`src/rtl/ctbf_pkg.sv`:
```
package ctbf_pkg;
	localparam int ELEM_W = 64;
	localparam int CFG_AW = 5;
	localparam int CFG_DW = 64;

	typedef enum logic [2:0] {
		OP_GT = 3'd0, OP_LT = 3'd1, OP_GE = 3'd2, OP_LE = 3'd3, OP_EQ = 3'd4, OP_NE = 3'd5
	} cmp_op_t;

	typedef enum logic [1:0] {
		DT_F32 = 2'd0, DT_F64 = 2'd1, DT_I32 = 2'd2, DT_I64 = 2'd3
	} data_type_t;

	localparam logic [CFG_AW-1:0] ADDR_OP  = 5'd0;
	localparam logic [CFG_AW-1:0] ADDR_DT  = 5'd8;
	localparam logic [CFG_AW-1:0] ADDR_THR = 5'd16;

	typedef struct packed {
		logic lt;
		logic eq;
		logic gt;
		logic unord;
	} order_t;
endpackage

```
`src/rtl/ctbf_if.sv`:
```
interface ctbf_in_if;
	logic        valid;
	logic        ready;
	logic [63:0] element_bits;
	logic        valid_bit;
	logic        last_element;
	modport source (output valid, element_bits, valid_bit, last_element, input ready);
	modport sink (input valid, element_bits, valid_bit, last_element, output ready);
endinterface

interface ctbf_out_if;
	logic       valid;
	logic       ready;
	logic [7:0] mask_byte;
	logic       last_byte;
	modport source (output valid, mask_byte, last_byte, input ready);
	modport sink (input valid, mask_byte, last_byte, output ready);
endinterface

```
`src/rtl/ctbf_compare.sv`:
```
module ctbf_compare (
	input  logic [63:0] a,
	input  logic [63:0] b,
	input  logic [1:0]  dtype,
	output ctbf_pkg::order_t ord
);
	import ctbf_pkg::*;

	logic        sa, sb, na, nb, za, zb, wide, is_int;
	logic [62:0] ma, mb;
	logic        mag_lt, mag_eq, ilt;

	always_comb begin
		wide   = (dtype == DT_F64) || (dtype == DT_I64);
		is_int = (dtype == DT_I32) || (dtype == DT_I64);
		if (wide) begin
			sa = a[63];
			sb = b[63];
			ma = a[62:0];
			mb = b[62:0];
			na = (a[62:52] == 11'h7ff) && (a[51:0] != '0);
			nb = (b[62:52] == 11'h7ff) && (b[51:0] != '0);
		end else begin
			sa = a[31];
			sb = b[31];
			ma = {32'd0, a[30:0]};
			mb = {32'd0, b[30:0]};
			na = (a[30:23] == 8'hff) && (a[22:0] != '0);
			nb = (b[30:23] == 8'hff) && (b[22:0] != '0);
		end
		za     = (ma == '0);
		zb     = (mb == '0);
		mag_lt = ma < mb;
		mag_eq = ma == mb;
		// two's complement: sign decides, else magnitude bits order directly
		ilt    = (sa != sb) ? sa : mag_lt;
		if (is_int) begin
			ord.eq    = (sa == sb) && mag_eq;
			ord.lt    = ilt;
			ord.gt    = !ilt && !ord.eq;
			ord.unord = 1'b0;
		end else begin
			ord.unord = na || nb;
			if (za && zb) begin
				ord.eq = 1'b1;
				ord.lt = 1'b0;
			end else if (sa != sb) begin
				ord.eq = 1'b0;
				ord.lt = sa;
			end else begin
				ord.eq = mag_eq;
				ord.lt = sa ? (!mag_lt && !mag_eq) : mag_lt;
			end
			ord.gt = !ord.lt && !ord.eq;
		end
	end
endmodule

```
`src/rtl/column_threshold_bitmap_filter.sv`:
```
// column threshold bitmap filter
// in: one column element per item (element_bits, valid_bit, last_element)
// out: packed match bytes, element order lsb first, last_byte on the final byte
// configure compare_op (0x0), data_type (0x8) and threshold (0x10) over apb
// while idle; 64-bit data, pready always high, reads return the register.
// each element is compared against the threshold combinationally and its bit
// joins a partial byte; every eighth element or the last one emits a byte
// through the output register, valid in the cycle after the closing element.
// throughput is one element per cycle while in_ch.ready is high.
// the input is accepted while a byte waits, unless that waiting byte is
// stalled and the incoming element would close another byte.
// reset clears config, out valid, the partial byte and the bit position.
module column_threshold_bitmap_filter (
	input  logic                          clk,
	input  logic                          arst_n,
	ctbf_in_if.sink                       in_ch,
	ctbf_out_if.source                    out_ch,
	input  logic                          psel,
	input  logic                          penable,
	input  logic                          pwrite,
	input  logic [ctbf_pkg::CFG_AW-1:0]   paddr,
	input  logic [ctbf_pkg::CFG_DW-1:0]   pwdata,
	output logic [ctbf_pkg::CFG_DW-1:0]   prdata,
	output logic                          pready
);
	import ctbf_pkg::*;

	logic [2:0]  op_q;
	logic [1:0]  dt_q;
	logic [63:0] thr_q;
	logic [7:0]  partial_q;
	logic [2:0]  pos_q;
	logic        ovalid_q;
	logic [7:0]  obyte_q;
	logic        olast_q;
	order_t      ord;
	logic        hit, rel, closes, acc, wr;
	logic [7:0]  next_byte;

	assign pready = 1'b1;
	assign wr     = psel && penable && pwrite;

	always_ff @(posedge clk or negedge arst_n) begin
		if (!arst_n) begin
			op_q  <= '0;
			dt_q  <= '0;
			thr_q <= '0;
		end else if (wr) begin
			unique case (paddr)
				ADDR_OP:  op_q  <= pwdata[2:0];
				ADDR_DT:  dt_q  <= pwdata[1:0];
				ADDR_THR: thr_q <= pwdata;
				default: ;
			endcase
		end
	end

	always_comb begin
		unique case (paddr)
			ADDR_OP:  prdata = {61'd0, op_q};
			ADDR_DT:  prdata = {62'd0, dt_q};
			ADDR_THR: prdata = thr_q;
			default:  prdata = '0;
		endcase
	end

	ctbf_compare u_cmp (.a(in_ch.element_bits), .b(thr_q), .dtype(dt_q), .ord(ord));

	always_comb begin
		unique case (op_q)
			OP_GT:   rel = ord.gt;
			OP_LT:   rel = ord.lt;
			OP_GE:   rel = ord.gt || ord.eq;
			OP_LE:   rel = ord.lt || ord.eq;
			OP_EQ:   rel = ord.eq;
			OP_NE:   rel = !ord.eq;
			default: rel = 1'b0;
		endcase
		hit       = rel && !ord.unord && in_ch.valid_bit;
		next_byte = partial_q | (hit ? (8'd1 << pos_q) : 8'd0);
		closes    = (pos_q == 3'd7) || in_ch.last_element;
	end

	assign in_ch.ready = !ovalid_q || out_ch.ready || !closes;
	assign acc         = in_ch.valid && in_ch.ready;

	always_ff @(posedge clk or negedge arst_n) begin
		if (!arst_n) begin
			partial_q <= '0;
			pos_q     <= '0;
			ovalid_q  <= 1'b0;
		end else begin
			if (out_ch.ready) ovalid_q <= 1'b0;
			if (acc) begin
				if (closes) begin
					partial_q <= '0;
					pos_q     <= '0;
					ovalid_q  <= 1'b1;
				end else begin
					partial_q <= next_byte;
					pos_q     <= pos_q + 3'd1;
				end
			end
		end
	end

	always_ff @(posedge clk) begin
		if (acc && closes) begin
			obyte_q <= next_byte;
			olast_q <= in_ch.last_element;
		end
	end

	assign out_ch.valid     = ovalid_q;
	assign out_ch.mask_byte = obyte_q;
	assign out_ch.last_byte = olast_q;

	a_hold: assert property (@(posedge clk) disable iff (!arst_n)
		out_ch.valid && !out_ch.ready |=> out_ch.valid && $stable(out_ch.mask_byte))
		else $error("stalled byte changed");
	a_pos_clear: assert property (@(posedge clk) disable iff (!arst_n)
		acc && closes |=> pos_q == 3'd0 && partial_q == 8'd0)
		else $error("byte state not cleared");
	a_no_over: assert property (@(posedge clk) disable iff (!arst_n)
		ovalid_q && !out_ch.ready && closes |-> !in_ch.ready)
		else $error("byte overwritten");
endmodule
```
`src/flat_wrapper.sv`:
```
// flat-port wrapper written by rule: the top's interface ports become plain ports
module column_threshold_bitmap_filter_flat import ctbf_pkg::*;
  (clk, arst_n, psel, penable, pwrite, paddr, pwdata, prdata, pready, in_ch_valid, in_ch_element_bits, in_ch_valid_bit, in_ch_last_element, in_ch_ready, out_ch_valid, out_ch_mask_byte, out_ch_last_byte, out_ch_ready);
  ctbf_in_if in_ch_i ();
  ctbf_out_if out_ch_i ();
  input  logic clk;
  input  logic arst_n;
  input  logic psel;
  input  logic penable;
  input  logic pwrite;
  input  logic [ctbf_pkg::CFG_AW-1:0] paddr;
  input  logic [ctbf_pkg::CFG_DW-1:0] pwdata;
  output logic [ctbf_pkg::CFG_DW-1:0] prdata;
  output logic pready;
  input wire logic [$bits(in_ch_i.valid)-1:0] in_ch_valid;
  input wire logic [$bits(in_ch_i.element_bits)-1:0] in_ch_element_bits;
  input wire logic [$bits(in_ch_i.valid_bit)-1:0] in_ch_valid_bit;
  input wire logic [$bits(in_ch_i.last_element)-1:0] in_ch_last_element;
  output wire logic [$bits(in_ch_i.ready)-1:0] in_ch_ready;
  output wire logic [$bits(out_ch_i.valid)-1:0] out_ch_valid;
  output wire logic [$bits(out_ch_i.mask_byte)-1:0] out_ch_mask_byte;
  output wire logic [$bits(out_ch_i.last_byte)-1:0] out_ch_last_byte;
  input wire logic [$bits(out_ch_i.ready)-1:0] out_ch_ready;
  assign in_ch_i.valid = in_ch_valid;
  assign in_ch_i.element_bits = in_ch_element_bits;
  assign in_ch_i.valid_bit = in_ch_valid_bit;
  assign in_ch_i.last_element = in_ch_last_element;
  assign in_ch_ready = in_ch_i.ready;
  assign out_ch_valid = out_ch_i.valid;
  assign out_ch_mask_byte = out_ch_i.mask_byte;
  assign out_ch_last_byte = out_ch_i.last_byte;
  assign out_ch_i.ready = out_ch_ready;
  column_threshold_bitmap_filter u_core (.clk(clk), .arst_n(arst_n), .in_ch(in_ch_i), .out_ch(out_ch_i), .psel(psel), .penable(penable), .pwrite(pwrite), .paddr(paddr), .pwdata(pwdata), .prdata(prdata), .pready(pready));
endmodule
```
`config.mk`:
```
export PLATFORM = sky130hd
export DESIGN_NAME = column_threshold_bitmap_filter_flat
export DESIGN_NICKNAME = d
export VERILOG_FILES = /design/src/rtl/ctbf_pkg.sv /design/src/rtl/ctbf_if.sv /design/src/rtl/ctbf_compare.sv /design/src/rtl/column_threshold_bitmap_filter.sv /design/src/flat_wrapper.sv
export SDC_FILE = /design/constraint.sdc
export NUM_CORES = 1
export LEC_CHECK = 0
export BUFFER_PORTS_ARGS = -buffer_cell sky130_fd_sc_hd__buf_2
export CORE_ASPECT_RATIO = 1.25
export CORE_UTILIZATION = 52
export DETAILED_ROUTE_END_ITERATION = 7
export HOLD_SLACK_MARGIN = 0.15
export PLACE_DENSITY = 0.84
export SLEW_MARGIN = 10
export SYNTH_ARGS = -nofsm -noshare
export SYNTH_HDL_FRONTEND = slang
export SYNTH_HIERARCHICAL = 1
export SYNTH_SLANG_ARGS = --single-unit
```
`constraint.sdc`:
```
create_clock -name clk -period 4.5 [get_ports clk]
set_input_delay 0.45 -clock clk [delete_from_list [all_inputs] [get_ports clk]]
set_output_delay 0.45 -clock clk [all_outputs]
set_load 0.05 [all_outputs]
```
==> summary.md <==
| Metric | Value |
|---|---|
| Worst R2R Start | `u_core/dt_q[0]` |
| Max-cap violations | `0` |
| Synth Area in Simple Gates | `22.80%` |
| CP Class | `reg -> reg` |
| Largest family of logic cells by synthesized area | `simple AND/OR/NAND/NOR gates` |
| DR WL/cell | `16.54 um` |
| Crit-path leading delay family | `simple AND/OR/NAND/NOR gates` |
| Crit path largest cell delay | `0.66 ns` |
| Grt total ovfl | `0` |
| Worst-case clock buffer depth | `2` |
| Crit-path cells | `buf_12 > and2_1 > ha_1 > nand4_1 > nor2_1 > nand4b_1 > or4_4 > a21oi_2 > nor3_2 > mux2i_1 > o22ai_1 > nor3b_1 > a31oi_1 > a311oi_4 > a31o_2` |
| Leakage | `0.004317 uW` |
| CP required | `4.72 ns` |
| Max rail drop VDD | `0.0001786 V` |
| Critical-path top delay cell | `a311oi_4` |
| Avg Vias per Cell | `5.583` |
| Final clock period utilization by the worst path | `92.09%` |
| Synth-to-layout area growth | `22.55%` |
| Starting Density | `53.90%` |
| Crit path launch type | `flop` |
| Fmax | `0.2413 GHz` |
| RePlAce Congestion | `0.8819` |
| Post-route DRC | `0` |
| Outcome | `completed` |
| Compound-Gate Fraction of Synth Area | `9.017%` |
| Die height | `128.4 um` |
| Fin crit period | `4.144 ns` |
| Num ports | `218` |
| Slew headroom | `22.13%` |
| Most used DFF post-synth | `dfrtp_1` |
| CTS Buf Count | `9` |
| Sequential fraction of the synthesis area | `34.56%` |
| Yosys reg bits | `90` |
| Power Density | `280.7 mW/mm^2` |
| Adder-cell share of the synthesized area | `12.99%` |
| Synth Area in XOR/XNOR | `0%` |
| Reg area | `0.002298 mm^2` |
| Initial DRT Pass Iterations | `5` |
| Clock latency on the worst-skew pair | `0.35 ns` |
| Postcts setup bufs | `0` |
| Critical path arrival | `4.36 ns` |
| Core outline area | `0.01233 mm^2` |
| CTS tree | `done` |
| Synth Warn # | `6` |
| Setup-failing EPs final | `0` |
| Number of global-route vias before repair | `5612` |
| Port bufs | `216` |
| Post-synthesis mux area share | `16.15%` |
| Final instance area | `0.008145 mm^2` |
| Post-CTS Hold Fix Bufs | `0` |
| RSZ-0062 raised after global routing | `false` |
| Yosys cell types | `53` |
| Area of the multi-input gates | `0.004066 mm^2` |
| Pre-CTS WS | `0.1672 ns` |
| First-pass GRT wire length | `26640 um` |
| Iteration-0 DRC Markers | `187` |
| Crit-path max FO | `66` |
| Largest net degree at the start of global routing | `82` |
| Placement Rows | `45` |
| Root buffer cell | `clkbuf_16` |
| Worst Tran Pin Value | `1.168 ns` |
| Mapped Cells | `650` |
| Inserted Diodes | `0` |
| CP endpoint kind | `flop` |
| Combined buffer and inverter count along the critical path | `1` |
| Post-Syn Nets | `861` |
| Fill cell count | `1018` |
| Dpl cell area | `0.007828 mm^2` |
| Final Worst Setup Slack | `0.3561 ns` |
| Critical path launch point | `u_core/dt_q[0]` |
| Die width | `103.1 um` |
| Final core utilization | `66.06%` |
| All-Layer GR Usage | `26.27%` |
| Via count | `5728` |
| Setup TNS | `0 ns` |
| Share of layout cells above drive strength 1 | `37.59%` |
| Initial antenna violation count | `0` |
| Avg Inst Size Synth | `10.23 um^2` |
| Final Hold Viols | `0` |
| Full die area | `0.01324 mm^2` |
| ANT nets after route | `0` |
| CTS clk-pin slew, worst paths | `0.07 ns` |
| Wirelength, routed | `16970 um` |
| CTS sink cnt | `90` |
| H-tree depth | `3` |
| Mapped Area | `0.006646 mm^2` |
| Reg2Reg Setup Slack | `0.36 ns` |
| Worst Hold Class | `in -> async` |
| Hpwl dp | `13130 um` |
| CTS resizes | `0` |
| Worst clock skew | `0.007238 ns` |
| Async S/R FF share, synth | `90.00%` |
| EDFF count, synth | `9` |
| Final-report max-slew violation count | `0` |
| Nets | `1068` |
metrics by stage:
step / hold slack, ns / total power (uW) / instances
floorplan: 0.1544 / 1332 / 650
global placement: 0.4740 / 1518 / 1010
detailed placement: 0.4731 / 1534 / 1010
CTS: 0.2921 / 2296 / 1026
global route: 0.2921 / 2407 / 1026
finish: 0.2692 / 2286 / 1026
Yosys cell counts, types with 2 or more instances:
cell	n	area share (%)
and4_1	2	0.26
inv_1	40	2.3
nor4_1	28	2.6
nand4_1	24	2.3
nor3_2	2	0.30
nand2_1	53	3.0
a211oi_1	4	0.45
nand3_1	10	0.75
o21a_1	2	0.23
dfrtp_1	81	30
buf_6	7	1.2
or2_2	2	0.19
nor2_1	20	1.1
a21o_1	16	1.8
mux2_4	60	14
a32o_1	7	1.1
o31ai_1	2	0.23
edfxtp_1	9	4.1
nor3b_1	2	0.23
and2_1	94	8.8
nand2b_1	2	0.19
nor2b_1	4	0.38
a31o_2	7	0.92
clkbuf_1	14	0.79
mux2_2	10	1.7
ha_1	69	13
mux2i_1	6	0.90
a2111oi_0	2	0.26
or4_1	4	0.45
a21oi_2	2	0.26
o21ai_0	12	0.90
nor3_1	10	0.75
nand3b_1	2	0.23
a21oi_1	22	1.7
path summary, 6_finish.rpt:
path,to,cells past startpoint
min,u_core/thr_q[58],1
min reg2reg,u_core/partial_q[7],1
max,u_core/out_ch.mask_byte[6],15
min in group clk,u_core/out_ch.last_byte,1
max in group asynchronous,u_core/dt_q[0],1
max reg2reg,u_core/out_ch.mask_byte[6],15
metal layers:
metal	global-route usage [%]	vias up	wire length [um]
met5	0	-	0
met4	12.43	0	557
met3	3.857	40	837
met1	30.50	2715	6954
met2	46.90	207	8624
li1	-	2766	-
logic make-up after synthesis:
group,after synthesis
other,1
DFF,90
muxes,76
adders and majority gates,69
and+or+nand+nor,266
buffers and inverters,63
AOI/OAI and AO/OA,85
sequential cells by signal, summed over array words and instances (netlist names):
name / count
u_core/out_ch.last_byte: 1
u_core/dt_q: 2
u_core/out_ch.valid: 1
u_core/out_ch.mask_byte: 8
u_core/thr_q: 64
u_core/pos_q: 3
u_core/op_q: 3
u_core/partial_q: 8
layout make-up:
class | instances | share of cell area (%)
repair buffers | 219 | 13.73
inverters | 40 | 1.843
clock inverters | 7 | 0.9985
multi-input cells | 497 | 49.92
flip-flops and latches | 90 | 28.22
clock buffers | 9 | 2.765
well taps | 164 | 2.519
layout by cell type, fill, tap and decap left out, types with 3 or more instances in the layout:
cell type / instances
buf_2: 215
and2_1: 94
dfrtp_1: 80
ha_1: 69
mux2_4: 60
nand2_1: 53
inv_1: 40
nor4_1: 28
nand4_1: 24
a21oi_1: 22
nor2_1: 20
a21o_1: 16
o21ai_0: 12
nor3_1: 10
nand3_1: 10
mux2_2: 10
clkbuf_16: 9
edfxtp_1: 9
a31o_2: 7
a32o_1: 7
mux2i_1: 6
nor2b_1: 4
or4_1: 4
a211oi_1: 4
buf_4: 3
power by group:
| group | total (uW) | switching, uW | internal [uW] |
|---|---|---|---|
| logic | 565 | 294 | 271 |
| registers | 964 | 77.4 | 886 |
| clock network | 757 | 362 | 396 |
Note: power is estimated with default switching activity, not from simulation.
